==> config.mk <==
export PLATFORM = sky130hd
export DESIGN_NAME = synth_voice_allocator
export DESIGN_NICKNAME = d
export VERILOG_FILES = /design/src/rtl/sva_pkg.sv /design/src/rtl/sva_front.sv /design/src/rtl/sva_back.sv /design/src/rtl/synth_voice_allocator.sv
export SDC_FILE = /design/constraint.sdc
export NUM_CORES = 2
export LEC_CHECK = 0
export ABC_CLOCK_PERIOD_IN_PS = 7800
export BUFFER_PORTS_ARGS = -buffer_cell sky130_fd_sc_hd__buf_4
export CAP_MARGIN = 40
export CORE_AREA = 2 2 288 290
export CTS_CLUSTER_DIAMETER = 200
export DETAILED_ROUTE_END_ITERATION = 10
export DIE_AREA = 0 0 290 292
export PLACE_DENSITY = 0.79
export REMOVE_ABC_BUFFERS = 1
export SLEW_MARGIN = 20
export SYNTH_ARGS = -nofsm -noshare
export SYNTH_HDL_FRONTEND = slang
export SYNTH_HIERARCHICAL = 1
export SYNTH_SLANG_ARGS = --single-unit
==> constraint.sdc <==
create_clock -name clk -period 7.8 [get_ports clk]
set_input_delay 1.95 -clock clk [delete_from_list [all_inputs] [get_ports clk]]
set_output_delay 1.95 -clock clk [all_outputs]
set_load 0.05 [all_outputs]
==> src/rtl/sva_pkg.sv <==
// Package for the synth voice allocator: widths, codes and state types.
// No dependencies; used by the front end, the back end and the top level.
`default_nettype none
package sva_pkg;
  localparam int VOICE_COUNT_DEF = 8;
  localparam int STACK_DEPTH_DEF = 16;
  localparam int AGE_BITS_DEF    = 32;
  localparam int NOTE_W          = 7;
  localparam int IDX_W           = 3;

  typedef enum logic [1:0] {
    ACT_NOTE_ON  = 2'd0,
    ACT_NOTE_OFF = 2'd1,
    ACT_SUSTAIN  = 2'd2,
    ACT_ALL_OFF  = 2'd3
  } action_t;

  typedef enum logic [1:0] {
    MODE_POLY   = 2'd0,
    MODE_MONO   = 2'd1,
    MODE_UNISON = 2'd2,
    MODE_SPARE  = 2'd3
  } mode_t;

  localparam logic [0:0] REG_PLAY_MODE = 1'b0;

  // One queued event between front and back.
  typedef struct packed {
    action_t           action;
    logic [NOTE_W-1:0] note;
    logic [NOTE_W-1:0] velocity;
    logic              sustain_on;
  } event_t;

  typedef enum logic [2:0] {
    ST_IDLE,
    ST_SCAN,
    ST_STACK,
    ST_APPLY,
    ST_UNI,
    ST_DUMP
  } back_state_t;
endpackage
`default_nettype wire

==> src/rtl/sva_front.sv <==
// Front end of the voice allocator: input beat capture into a small event queue.
// Depends on sva_pkg.
`default_nettype none
module sva_front (
  input  wire                 clk,
  input  wire                 rst_n,
  input  wire                 in_valid,
  output logic                in_stall,
  input  wire [1:0]           in_action,
  input  wire [6:0]           in_note,
  input  wire [6:0]           in_velocity,
  input  wire                 in_sustain_on,
  output sva_pkg::event_t     ev,
  output logic                ev_valid,
  input  wire                 ev_take
);
  sva_pkg::event_t q_r [2];
  logic [1:0] cnt_r, cnt_nxt;
  logic       wp_r, rp_r;
  logic       push, pop;

  assign in_stall = (cnt_r == 2'd2);
  assign push     = in_valid && !in_stall;
  assign ev_valid = (cnt_r != 2'd0);
  assign pop      = ev_valid && ev_take;
  assign ev       = q_r[rp_r];

  always_comb begin
    cnt_nxt = cnt_r + {1'b0, push} - {1'b0, pop};
  end

  // two-entry queue of classified events
  always_ff @(posedge clk) begin
    if (!rst_n) begin
      cnt_r <= '0;
      wp_r  <= 1'b0;
      rp_r  <= 1'b0;
    end else begin
      cnt_r <= cnt_nxt;
      if (push) wp_r <= !wp_r;
      if (pop) rp_r <= !rp_r;
    end
    if (push) begin
      q_r[wp_r] <= '{action: sva_pkg::action_t'(in_action), note: in_note,
                     velocity: in_velocity, sustain_on: in_sustain_on};
    end
  end
endmodule
`default_nettype wire

==> src/rtl/sva_back.sv <==
// Back end: voice table, held-note stack, age counter and table dump.
// Depends on sva_pkg.
`default_nettype none
module sva_back #(
  parameter int VOICE_COUNT = sva_pkg::VOICE_COUNT_DEF,
  parameter int STACK_DEPTH = sva_pkg::STACK_DEPTH_DEF,
  parameter int AGE_BITS    = sva_pkg::AGE_BITS_DEF
) (
  input  wire               clk,
  input  wire               rst_n,
  input  sva_pkg::mode_t    mode,
  input  sva_pkg::event_t   ev,
  input  wire               ev_valid,
  output logic              ev_take,
  output logic              out_valid,
  input  wire               out_stall,
  output logic [2:0]        out_voice_index,
  output logic              out_voice_active,
  output logic              out_voice_held,
  output logic [6:0]        out_voice_note,
  output logic [6:0]        out_voice_velocity,
  output logic              out_last_voice
);
  localparam int VW   = (VOICE_COUNT > 1) ? $clog2(VOICE_COUNT) : 1;
  localparam int SW   = (STACK_DEPTH > 1) ? $clog2(STACK_DEPTH) : 1;
  localparam int CW   = $clog2(STACK_DEPTH + 1);
  localparam int DUMP = (VOICE_COUNT < 8) ? VOICE_COUNT : 8;
  localparam logic [AGE_BITS-1:0] AGE_MAX = '1;
  localparam logic [CW-1:0] DEPTH_C = CW'(STACK_DEPTH);

  // voice table
  logic [VOICE_COUNT-1:0] act_r, held_r;
  logic [6:0]             vnote_r [VOICE_COUNT];
  logic [6:0]             vvel_r  [VOICE_COUNT];
  logic [AGE_BITS-1:0]    vage_r  [VOICE_COUNT];
  logic [AGE_BITS-1:0]    age_r;
  logic                   sus_r;
  // note stack (no reset; only entries below the count are read)
  logic [6:0]             snote_r [STACK_DEPTH];
  logic [6:0]             svel_r  [STACK_DEPTH];
  logic [CW-1:0]          scnt_r;

  sva_pkg::back_state_t st_r, st_nxt;
  sva_pkg::event_t      ev_r;
  logic [VW:0]          vi_r;       // scan / unison voice pointer
  logic [SW:0]          si_r;       // stack pointer for remove search/shift
  logic                 found_r;    // stack match found
  logic [VW-1:0]        pick_r;
  logic                 freef_r;    // a free voice was found
  logic [VW-1:0]        old_r;      // oldest voice
  logic [2:0]           di_r;

  // newest active voice playing the note, filled during the scan
  logic                 nm_found;
  logic [VW-1:0]        nm_pick;

  logic                 mono_uni, uni;
  logic [VW-1:0]        vi;
  logic [AGE_BITS-1:0]  age_inc;

  assign uni      = (mode == sva_pkg::MODE_UNISON);
  assign mono_uni = (mode == sva_pkg::MODE_MONO) || uni;
  assign vi       = vi_r[VW-1:0];
  assign age_inc  = (age_r != AGE_MAX) ? age_r + 1'b1 : age_r;
  assign ev_take  = (st_r == sva_pkg::ST_IDLE);

  // dump outputs, read from the voice table at the dump index
  logic [VW-1:0] dv;
  assign dv = VW'(di_r);
  assign out_valid          = (st_r == sva_pkg::ST_DUMP);
  assign out_voice_index    = di_r;
  assign out_voice_active   = act_r[dv];
  assign out_voice_held     = held_r[dv];
  assign out_voice_note     = vnote_r[dv];
  assign out_voice_velocity = vvel_r[dv];
  assign out_last_voice     = (di_r == 3'(DUMP - 1));

  // next state
  always_comb begin
    st_nxt = st_r;
    case (st_r)
      sva_pkg::ST_IDLE:  if (ev_valid) st_nxt = sva_pkg::ST_STACK;
      sva_pkg::ST_STACK: begin
        if (ev_r.action == sva_pkg::ACT_NOTE_OFF &&
            !(found_r && (SW+1)'(si_r) + 1'b1 >= (SW+1)'(scnt_r)) && si_r != '1)
          st_nxt = sva_pkg::ST_STACK;
        else
          st_nxt = sva_pkg::ST_SCAN;
      end
      sva_pkg::ST_SCAN:  if (vi_r == (VW+1)'(VOICE_COUNT - 1) || vi_r[VW])
                           st_nxt = sva_pkg::ST_APPLY;
      sva_pkg::ST_APPLY: st_nxt = sva_pkg::ST_UNI;
      sva_pkg::ST_UNI:   if (vi_r >= (VW+1)'(VOICE_COUNT - 1)) st_nxt = sva_pkg::ST_DUMP;
      sva_pkg::ST_DUMP:  if (!out_stall && out_last_voice) st_nxt = sva_pkg::ST_IDLE;
      default:           st_nxt = sva_pkg::ST_IDLE;
    endcase
  end

  always_ff @(posedge clk) begin
    if (!rst_n) st_r <= sva_pkg::ST_IDLE;
    else        st_r <= st_nxt;
  end

  // mono/unison target: top of the stack
  logic          top_ok;
  logic [6:0]    top_n, top_v;
  logic [SW-1:0] top_i;
  assign top_ok = (scnt_r != '0);
  assign top_i  = SW'(scnt_r - 1'b1);
  assign top_n  = snote_r[top_i];
  assign top_v  = svel_r[top_i];

  // does this event re-drive voices from the stack
  logic follow;
  always_comb begin
    follow = 1'b0;
    if (mono_uni) begin
      case (ev_r.action)
        sva_pkg::ACT_NOTE_ON:  follow = 1'b1;
        sva_pkg::ACT_NOTE_OFF: follow = !sus_r;
        sva_pkg::ACT_SUSTAIN:  follow = !ev_r.sustain_on;
        default:               follow = 1'b0;
      endcase
    end
  end

  always_ff @(posedge clk) begin
    if (!rst_n) begin
      act_r  <= '0;
      held_r <= '0;
      age_r  <= '0;
      sus_r  <= 1'b0;
      scnt_r <= '0;
      for (int i = 0; i < VOICE_COUNT; i++) begin
        vnote_r[i] <= '0;
        vvel_r[i]  <= '0;
        vage_r[i]  <= '0;
      end
    end else begin
      case (st_r)
        // latch event, prepare the stack step
        sva_pkg::ST_IDLE: begin
          if (ev_valid) begin
            ev_r    <= ev;
            found_r <= 1'b0;
            si_r    <= (SW+1)'(scnt_r) - 1'b1;
          end
        end
        // stack update: push, one step of the remove search or shift, sustain latch, or clear on all off
        sva_pkg::ST_STACK: begin
          vi_r    <= '0;
          freef_r <= 1'b0;
          old_r   <= '0;
          pick_r  <= '0;
          case (ev_r.action)
            sva_pkg::ACT_NOTE_ON: begin
              if (scnt_r >= DEPTH_C) begin
                for (int i = 1; i < STACK_DEPTH; i++) begin
                  snote_r[i-1] <= snote_r[i];
                  svel_r[i-1]  <= svel_r[i];
                end
                snote_r[STACK_DEPTH-1] <= ev_r.note;
                svel_r[STACK_DEPTH-1]  <= ev_r.velocity;
                scnt_r <= DEPTH_C;
              end else begin
                snote_r[SW'(scnt_r)] <= ev_r.note;
                svel_r[SW'(scnt_r)]  <= ev_r.velocity;
                scnt_r <= scnt_r + 1'b1;
              end
            end
            sva_pkg::ACT_NOTE_OFF: begin
              if (!found_r) begin
                if (si_r != '1) begin
                  if (snote_r[SW'(si_r)] == ev_r.note) found_r <= 1'b1;
                  else si_r <= si_r - 1'b1;
                end
              end else begin
                // shift one entry down past the removed slot
                if ((SW+1)'(si_r) + 1'b1 < (SW+1)'(scnt_r)) begin
                  snote_r[SW'(si_r)] <= snote_r[SW'(si_r + 1'b1)];
                  svel_r[SW'(si_r)]  <= svel_r[SW'(si_r + 1'b1)];
                  si_r <= si_r + 1'b1;
                end
              end
              if (found_r && !((SW+1)'(si_r) + 1'b1 < (SW+1)'(scnt_r)))
                scnt_r <= scnt_r - 1'b1;
            end
            sva_pkg::ACT_SUSTAIN: sus_r <= ev_r.sustain_on;
            default: begin
              scnt_r <= '0;
              sus_r  <= 1'b0;
            end
          endcase
        end
        // one voice per cycle: free voice, oldest voice, newest note match
        sva_pkg::ST_SCAN: begin
          if (ev_r.action == sva_pkg::ACT_NOTE_OFF && si_r != '0 && !found_r) begin
            found_r <= 1'b0;
          end
          if (!act_r[vi] && !freef_r) begin
            freef_r <= 1'b1;
            pick_r  <= vi;
          end
          if (vage_r[vi] < vage_r[old_r]) old_r <= vi;
          vi_r <= vi_r + 1'b1;
        end
        // apply the event to the voice table
        sva_pkg::ST_APPLY: begin
          vi_r <= (VW+1)'(1);
          if (ev_r.action == sva_pkg::ACT_ALL_OFF) begin
            act_r  <= '0;
            held_r <= '0;
            for (int i = 0; i < VOICE_COUNT; i++) begin
              vnote_r[i] <= '0; vvel_r[i] <= '0; vage_r[i] <= '0;
            end
          end else if (follow) begin
            if (top_ok) begin
              act_r[0] <= 1'b1; held_r[0] <= 1'b1;
              vnote_r[0] <= top_n; vvel_r[0] <= top_v;
              vage_r[0] <= age_inc; age_r <= age_inc;
            end else begin
              act_r[0] <= 1'b0; held_r[0] <= 1'b0;
              vnote_r[0] <= '0; vvel_r[0] <= '0; vage_r[0] <= '0;
            end
          end else if (!mono_uni) begin
            case (ev_r.action)
              sva_pkg::ACT_NOTE_ON: begin
                act_r[freef_r ? pick_r : old_r]   <= 1'b1;
                held_r[freef_r ? pick_r : old_r]  <= 1'b1;
                vnote_r[freef_r ? pick_r : old_r] <= ev_r.note;
                vvel_r[freef_r ? pick_r : old_r]  <= ev_r.velocity;
                vage_r[freef_r ? pick_r : old_r]  <= age_inc;
                age_r <= age_inc;
              end
              sva_pkg::ACT_NOTE_OFF: begin
                if (nm_found) begin
                  if (sus_r) held_r[nm_pick] <= 1'b0;
                  else begin
                    act_r[nm_pick] <= 1'b0; held_r[nm_pick] <= 1'b0;
                    vnote_r[nm_pick] <= '0; vvel_r[nm_pick] <= '0;
                    vage_r[nm_pick] <= '0;
                  end
                end
              end
              sva_pkg::ACT_SUSTAIN: begin
                if (!ev_r.sustain_on) begin
                  for (int i = 0; i < VOICE_COUNT; i++) begin
                    if (act_r[i] && !held_r[i]) begin
                      act_r[i] <= 1'b0; vnote_r[i] <= '0;
                      vvel_r[i] <= '0; vage_r[i] <= '0;
                    end
                  end
                end
              end
              default: ;
            endcase
          end
        end
        // voices 1 upward for mono/unison, one per cycle with own age
        sva_pkg::ST_UNI: begin
          if (VOICE_COUNT > 1 && follow && !vi_r[VW] && vi_r < (VW+1)'(VOICE_COUNT)) begin
            if (top_ok && uni) begin
              act_r[vi] <= 1'b1; held_r[vi] <= 1'b1;
              vnote_r[vi] <= top_n; vvel_r[vi] <= top_v;
              vage_r[vi] <= age_inc; age_r <= age_inc;
            end else begin
              act_r[vi] <= 1'b0; held_r[vi] <= 1'b0;
              vnote_r[vi] <= '0; vvel_r[vi] <= '0; vage_r[vi] <= '0;
            end
          end
          vi_r <= vi_r + 1'b1;
          di_r <= '0;
        end
        sva_pkg::ST_DUMP: if (!out_stall) di_r <= di_r + 1'b1;
        default: ;
      endcase
    end
  end

  // newest active voice playing the note (highest index wins age ties)
  always_ff @(posedge clk) begin
    if (st_r == sva_pkg::ST_STACK) begin
      nm_found <= 1'b0;
      nm_pick  <= '0;
    end else if (st_r == sva_pkg::ST_SCAN) begin
      if (act_r[vi] && vnote_r[vi] == ev_r.note &&
          (!nm_found || vage_r[vi] >= vage_r[nm_pick])) begin
        nm_found <= 1'b1;
        nm_pick  <= vi;
      end
    end
  end
endmodule
`default_nettype wire

==> src/rtl/synth_voice_allocator.sv <==
// Top level of the synth voice allocator: config port, front queue, back end.
// Depends on sva_pkg, sva_front and sva_back.
//
//   channel | direction | beat
//   in_     | input     | one event: action, note, velocity, sustain_on
//   out_    | output    | one voice record; min(VOICE_COUNT, 8) beats per event
//   p       | APB       | play_mode register, decoded where paddr[2] is 0
//
// An event passes through take, one stack step, a scan over every voice, apply,
// a pass over voices 1 upward and the dump beats. A note off adds stack steps
// to search and compact the stack. Reset is synchronous and clears voices,
// stack count, age and sustain. A stalled output holds the dump; the two-entry
// queue accepts events meanwhile until it is full.
`default_nettype none
module synth_voice_allocator #(
  parameter int VOICE_COUNT = sva_pkg::VOICE_COUNT_DEF,
  parameter int STACK_DEPTH = sva_pkg::STACK_DEPTH_DEF,
  parameter int AGE_BITS    = sva_pkg::AGE_BITS_DEF
) (
  input  wire        clk,
  input  wire        rst_n,
  input  wire        in_valid,
  output logic       in_stall,
  input  wire [1:0]  in_action,
  input  wire [6:0]  in_note,
  input  wire [6:0]  in_velocity,
  input  wire        in_sustain_on,
  output logic       out_valid,
  input  wire        out_stall,
  output logic [2:0] out_voice_index,
  output logic       out_voice_active,
  output logic       out_voice_held,
  output logic [6:0] out_voice_note,
  output logic [6:0] out_voice_velocity,
  output logic       out_last_voice,
  input  wire        psel,
  input  wire        penable,
  input  wire        pwrite,
  input  wire [2:0]  paddr,
  input  wire [31:0] pwdata,
  output logic [31:0] prdata,
  output logic       pready
);
  sva_pkg::mode_t  mode_r;
  sva_pkg::event_t ev;
  logic            ev_valid, ev_take;

  // config register
  assign pready = 1'b1;
  assign prdata = (paddr[2] == sva_pkg::REG_PLAY_MODE) ? {30'd0, mode_r} : 32'd0;
  always_ff @(posedge clk) begin
    if (!rst_n) mode_r <= sva_pkg::MODE_POLY;
    else if (psel && penable && pwrite && paddr[2] == sva_pkg::REG_PLAY_MODE)
      mode_r <= sva_pkg::mode_t'(pwdata[1:0]);
  end

  sva_front u_front (
    .clk, .rst_n, .in_valid, .in_stall, .in_action, .in_note, .in_velocity,
    .in_sustain_on, .ev, .ev_valid, .ev_take
  );

  sva_back #(.VOICE_COUNT(VOICE_COUNT), .STACK_DEPTH(STACK_DEPTH),
             .AGE_BITS(AGE_BITS)) u_back (
    .clk, .rst_n, .mode(mode_r), .ev, .ev_valid, .ev_take, .out_valid,
    .out_stall, .out_voice_index, .out_voice_active, .out_voice_held,
    .out_voice_note, .out_voice_velocity, .out_last_voice
  );
endmodule
`default_nettype wire

==> results.sh <==
export IMPL_outcome="completed"
export IMPL_clockBufferDepth=3
export IMPL_synth_top_cells_by_count="sky130_fd_sc_hd__edfxtp_1, sky130_fd_sc_hd__nor2_1, sky130_fd_sc_hd__mux4_2"
export IMPL_mapped_avg_cell_area_um2=13.7
export IMPL_wl_per_cell_um=28.8
export IMPL_timing_slew_headroom_pct=37.5
export IMPL_design_power_total_mw=13.6
export IMPL_post_synthesis_instance_area_um2=44700
export IMPL_whs_ns=0.473
export IMPL_postSynth_asyncResetShare_pct=0
export IMPL_grt_total_usage_pct=29.4
export IMPL_power_frac_comb_pct=34.8
export IMPL_path_max_fanout=33
export IMPL_synth_top_area_cell="sky130_fd_sc_hd__edfxtp_1"
export IMPL_pwr_share_clk_pct=28.7
export IMPL_report_final_slew_viol_count=0
export IMPL_place_area_um2=46200
export IMPL_sequential_to_total_area_share_from_yosys_stat_pct=48.3
export IMPL_clock_sinks=747
export IMPL_worst_clock_skew_ns=0.0304
export IMPL_number_of_global_route_vias_before_repair=30823
export IMPL_first_iter_violations=3749
export IMPL_timing_rr_end="u_back/snote_r[7][3]"
export IMPL_timing_max_cap_violations=0
export IMPL_detailroute_via_count=30268
export IMPL_port_buffers=50
export IMPL_power_density_cells_nw_per_um2=277
export IMPL_synth_ff_type="sky130_fd_sc_hd__edfxtp_1"
export IMPL_seq_area_um2=21600
export IMPL_number_of_instances_in_the_placed_design=4203
export IMPL_max_clock_freq_mhz=188
export IMPL_number_of_cells_in_the_finished_layout_apart_from_fillers=4362
export IMPL_grt_setup_unrepaired="false"
export IMPL_worstRegToRegCells=15
export IMPL_final_nets=3370
export IMPL_core_area_um2=81600
export IMPL_synthDistinctLibCells=91
export IMPL_worst_hold_path_cells=2
export IMPL_critical_path_most_common_cell="sky130_fd_sc_hd__buf_4"
export IMPL_drtAntennaViolNets=0
export IMPL_cts_htree_levels=3
export IMPL_floorplan_initialDensity_pct=54.8
export IMPL_worst_margin_pin_slew_ns=0.938
export IMPL_post_route_drc_count=0
export IMPL_critical_path_endpoint_type="flip-flop"
export IMPL_synthToLayoutAreaGrowth_pct=9.92
export IMPL_clock_tree_from_tritoncts="built"
export IMPL_ctsRootBufferMaster="sky130_fd_sc_hd__clkbuf_16"
export IMPL_dp_hpwl_um=76800
export IMPL_worst_setup_sp_type="flip-flop"
export IMPL_worst_skew_pair_late_latency_ns=0.64
export IMPL_clk_transition_reported_paths_ns=0.06
export IMPL_post_synth_top_area_fraction_pct=44.6
export IMPL_vdd_ir_drop_max_mv=0.232
export IMPL_postCtsSetupBuffers=0
export IMPL_multi_input_area_um2=21800
export IMPL_floorplan_die_area_um2=84700
export IMPL_post_cts_hold_buffer_count=0
export IMPL_number_of_antenna_violations_at_the_first_check_in_global_routing=0
export IMPL_post_route_min_period_ns=5.32
export IMPL_finalCritPeriodShare_pct=68.2
export IMPL_critical_path_slowest_cell="sky130_fd_sc_hd__nand2_1"
export IMPL_synth_edff_count=663
export IMPL_post_cts_resized=0
export IMPL_total_clock_buffers_created_by_cts=80
export IMPL_reg2reg_slack_ns=2.48
export IMPL_route_final_wire_length_um=126000
export IMPL_internal_portion_of_total_power_mw=9.13
export IMPL_total_congestion_overflow_after_global_routing=0
export IMPL_timing_critical_path_required_ns=8.13
export IMPL_cp_num_buf_inv=5
export IMPL_drt_pass1_iterations=6
export IMPL_fp_rows=105
export IMPL_floorplan_die_width_um=290
export IMPL_gpl_final_weighted_congestion=0.913
export IMPL_arrival_ns=5.65
export IMPL_synthesis_yosys_warnings=6
export IMPL_crit_reg2reg_launch="u_back/si_r[0]"
export IMPL_grt_max_degree=49
export IMPL_worst_path_dominant_cell_family="buffers and inverters"
export IMPL_crit_path_cell_trace="buf_4 -> ha_1 -> xnor2_2 -> buf_4 -> inv_1 -> ha_1 -> o21a_1 -> o21a_1 -> o21ai_1 -> nand4b_1 -> buf_4 -> o31ai_1 -> nand2_2 -> nand2_1 -> buf_8"
export IMPL_static_leakage_power_nw=16.7
export IMPL_syn_inst=3264
export IMPL_grt_pass1_wl_um=188000
export IMPL_num_io_pins=114
export IMPL_floorplan_die_height_um=292
export IMPL_yosysMostFrequentCell="sky130_fd_sc_hd__edfxtp_1"
export IMPL_net_sw_power_mw=4.48
export IMPL_crit_type="reg -> reg"
export IMPL_power_share_switching_pct=32.9
export IMPL_cpPeakStageDelay_ns=0.66
export IMPL_synth_top_cells_by_area="sky130_fd_sc_hd__edfxtp_1, sky130_fd_sc_hd__mux4_2, sky130_fd_sc_hd__mux2_2, sky130_fd_sc_hd__dfxtp_1, sky130_fd_sc_hd__nor2_1"
export IMPL_min_delay_worst_endpoint="mode_r[0]"
export IMPL_startpoint_of_the_worst_hold_path="mode_r[0]"
export IMPL_drive_gt1_share_pct=32.4
export IMPL_hold_path_class="reg -> reg"
export IMPL_fillerInstances=6046
export IMPL_finalHoldViolations=0
export IMPL_post_layout_instance_area_um2=49100
export IMPL_routed_vias_inst=6.94
export IMPL_setup_viol=0
export IMPL_pwr_share_seq_pct=36.5
export IMPL_synth_seq_cells=747
export IMPL_antenna_cells_inserted=0
## state kept, by name (all words and copies together), names as in the netlist, 4 cells and up, named ones only
name / flops
u_back/age_r: 32
u_back/ev_r: 17
u_back/scnt_r: 5
u_back/si_r: 5
u_back/snote_r: 112
u_back/svel_r: 112
u_back/vage_r: 256
u_back/vi_r: 4
u_back/vnote_r: 56
u_back/vvel_r: 56
u_front/q_r: 34
## power groups by stage
stage	logic, mW	registers, mW	clock network (mW)
4_1_cts	4.59	5.00	3.94
2_1_floorplan	3.17	5.18	0
6_report	4.74	4.98	3.90
5_1_grt	5.02	5.00	4.09
3_3_place_gp	4.39	5.11	0
3_5_place_dp	4.56	5.09	0
## stage by stage
step / util (%) / setup WS (ns) / TNS [ns]
5_1_grt: 60.2 / 2.18 / 0
2_1_floorplan: - / -0.491 / -35.22
3_3_place_gp: 56.1 / 2.27 / 0
3_5_place_dp: 56.7 / 2.33 / 0
4_1_cts: 60.0 / 2.40 / 0
6_report: 60.2 / 2.48 / 0
## cell usage in the layout (no fill, tap or decap), types with 15 or more instances in the layout
cell,instances
sky130_fd_sc_hd__clkbuf_16,83
sky130_fd_sc_hd__a21o_1,27
sky130_fd_sc_hd__nand2b_1,16
sky130_fd_sc_hd__a21oi_1,71
sky130_fd_sc_hd__a22oi_1,24
sky130_fd_sc_hd__and3_1,20
sky130_fd_sc_hd__and2_1,28
sky130_fd_sc_hd__nand2_1,174
sky130_fd_sc_hd__dfxtp_1,73
sky130_fd_sc_hd__inv_1,35
sky130_fd_sc_hd__or3_1,15
sky130_fd_sc_hd__nor2b_1,26
sky130_fd_sc_hd__edfxtp_1,663
sky130_fd_sc_hd__nand4_1,29
sky130_fd_sc_hd__o21ai_0,74
sky130_fd_sc_hd__mux4_2,397
sky130_fd_sc_hd__mux2_2,293
sky130_fd_sc_hd__nor3_1,21
sky130_fd_sc_hd__xnor2_1,45
sky130_fd_sc_hd__mux2i_1,104
sky130_fd_sc_hd__or2_2,31
sky130_fd_sc_hd__xor2_1,27
sky130_fd_sc_hd__nand3_1,44
sky130_fd_sc_hd__a21boi_0,17
sky130_fd_sc_hd__conb_1,31
sky130_fd_sc_hd__nor2_1,435
sky130_fd_sc_hd__buf_4,115
sky130_fd_sc_hd__clkbuf_1,17
sky130_fd_sc_hd__buf_8,18
sky130_fd_sc_hd__ha_1,83
## worst min-delay path, delay by kind of cell (launching register included)
| kind | cells | cell delay [ns] |
|---|---|---|
| DFF | 1 | 0.32 |
| muxes | 1 | 0.05 |
| and+or+nand+nor | 1 | 0.06 |
## routing by layer
layer / global-route usage (%) / share of wire (%)
met5: 0 / 0
met4: 16.1 / 5.8
met3: 6.08 / 9.8
met2: 49.6 / 49
met1: 35.7 / 35
## layout make-up
cell class	instances	share of cell area, %
clock buffer	110	4.64
clock inverter	38	0.831
inverter	37	0.283
multi-input combinational	2207	44.4
sequential	747	44.0
tap	1070	2.73
timing repair buffer	153	3.13
## kinds of logic after synthesis
family | Yosys count | share of synthesized area [%]
adder cells (fa/ha/maj) | 85 | 2.38
AO/OA/AOI/OAI | 299 | 4.39
XOR/XNOR | 76 | 1.49
buffers and inverters | 339 | 3.50
AND/OR/NAND/NOR | 901 | 9.24
other | 2 | 0.0168
flip-flops | 747 | 48.3
multiplexers | 815 | 30.6
## worst max-delay path by stage
stage,from,endpoint,slack [ns],depth (start not counted)
final,u_back/si_r[0],u_back/snote_r[7][3],2.48,15
after global routing,u_back/si_r[0],u_back/snote_r[7][3],2.18,15
after CTS,u_back/si_r[0],u_back/svel_r[13][0],2.40,15
after detailed placement,rst_n,u_back/vage_r[5][10],2.33,10
after global placement,rst_n,u_back/vage_r[5][10],2.27,9
after floorplan,u_back/si_r[0],u_back/snote_r[0][0],-0.49,11
(Power assumes the default switching activity.)
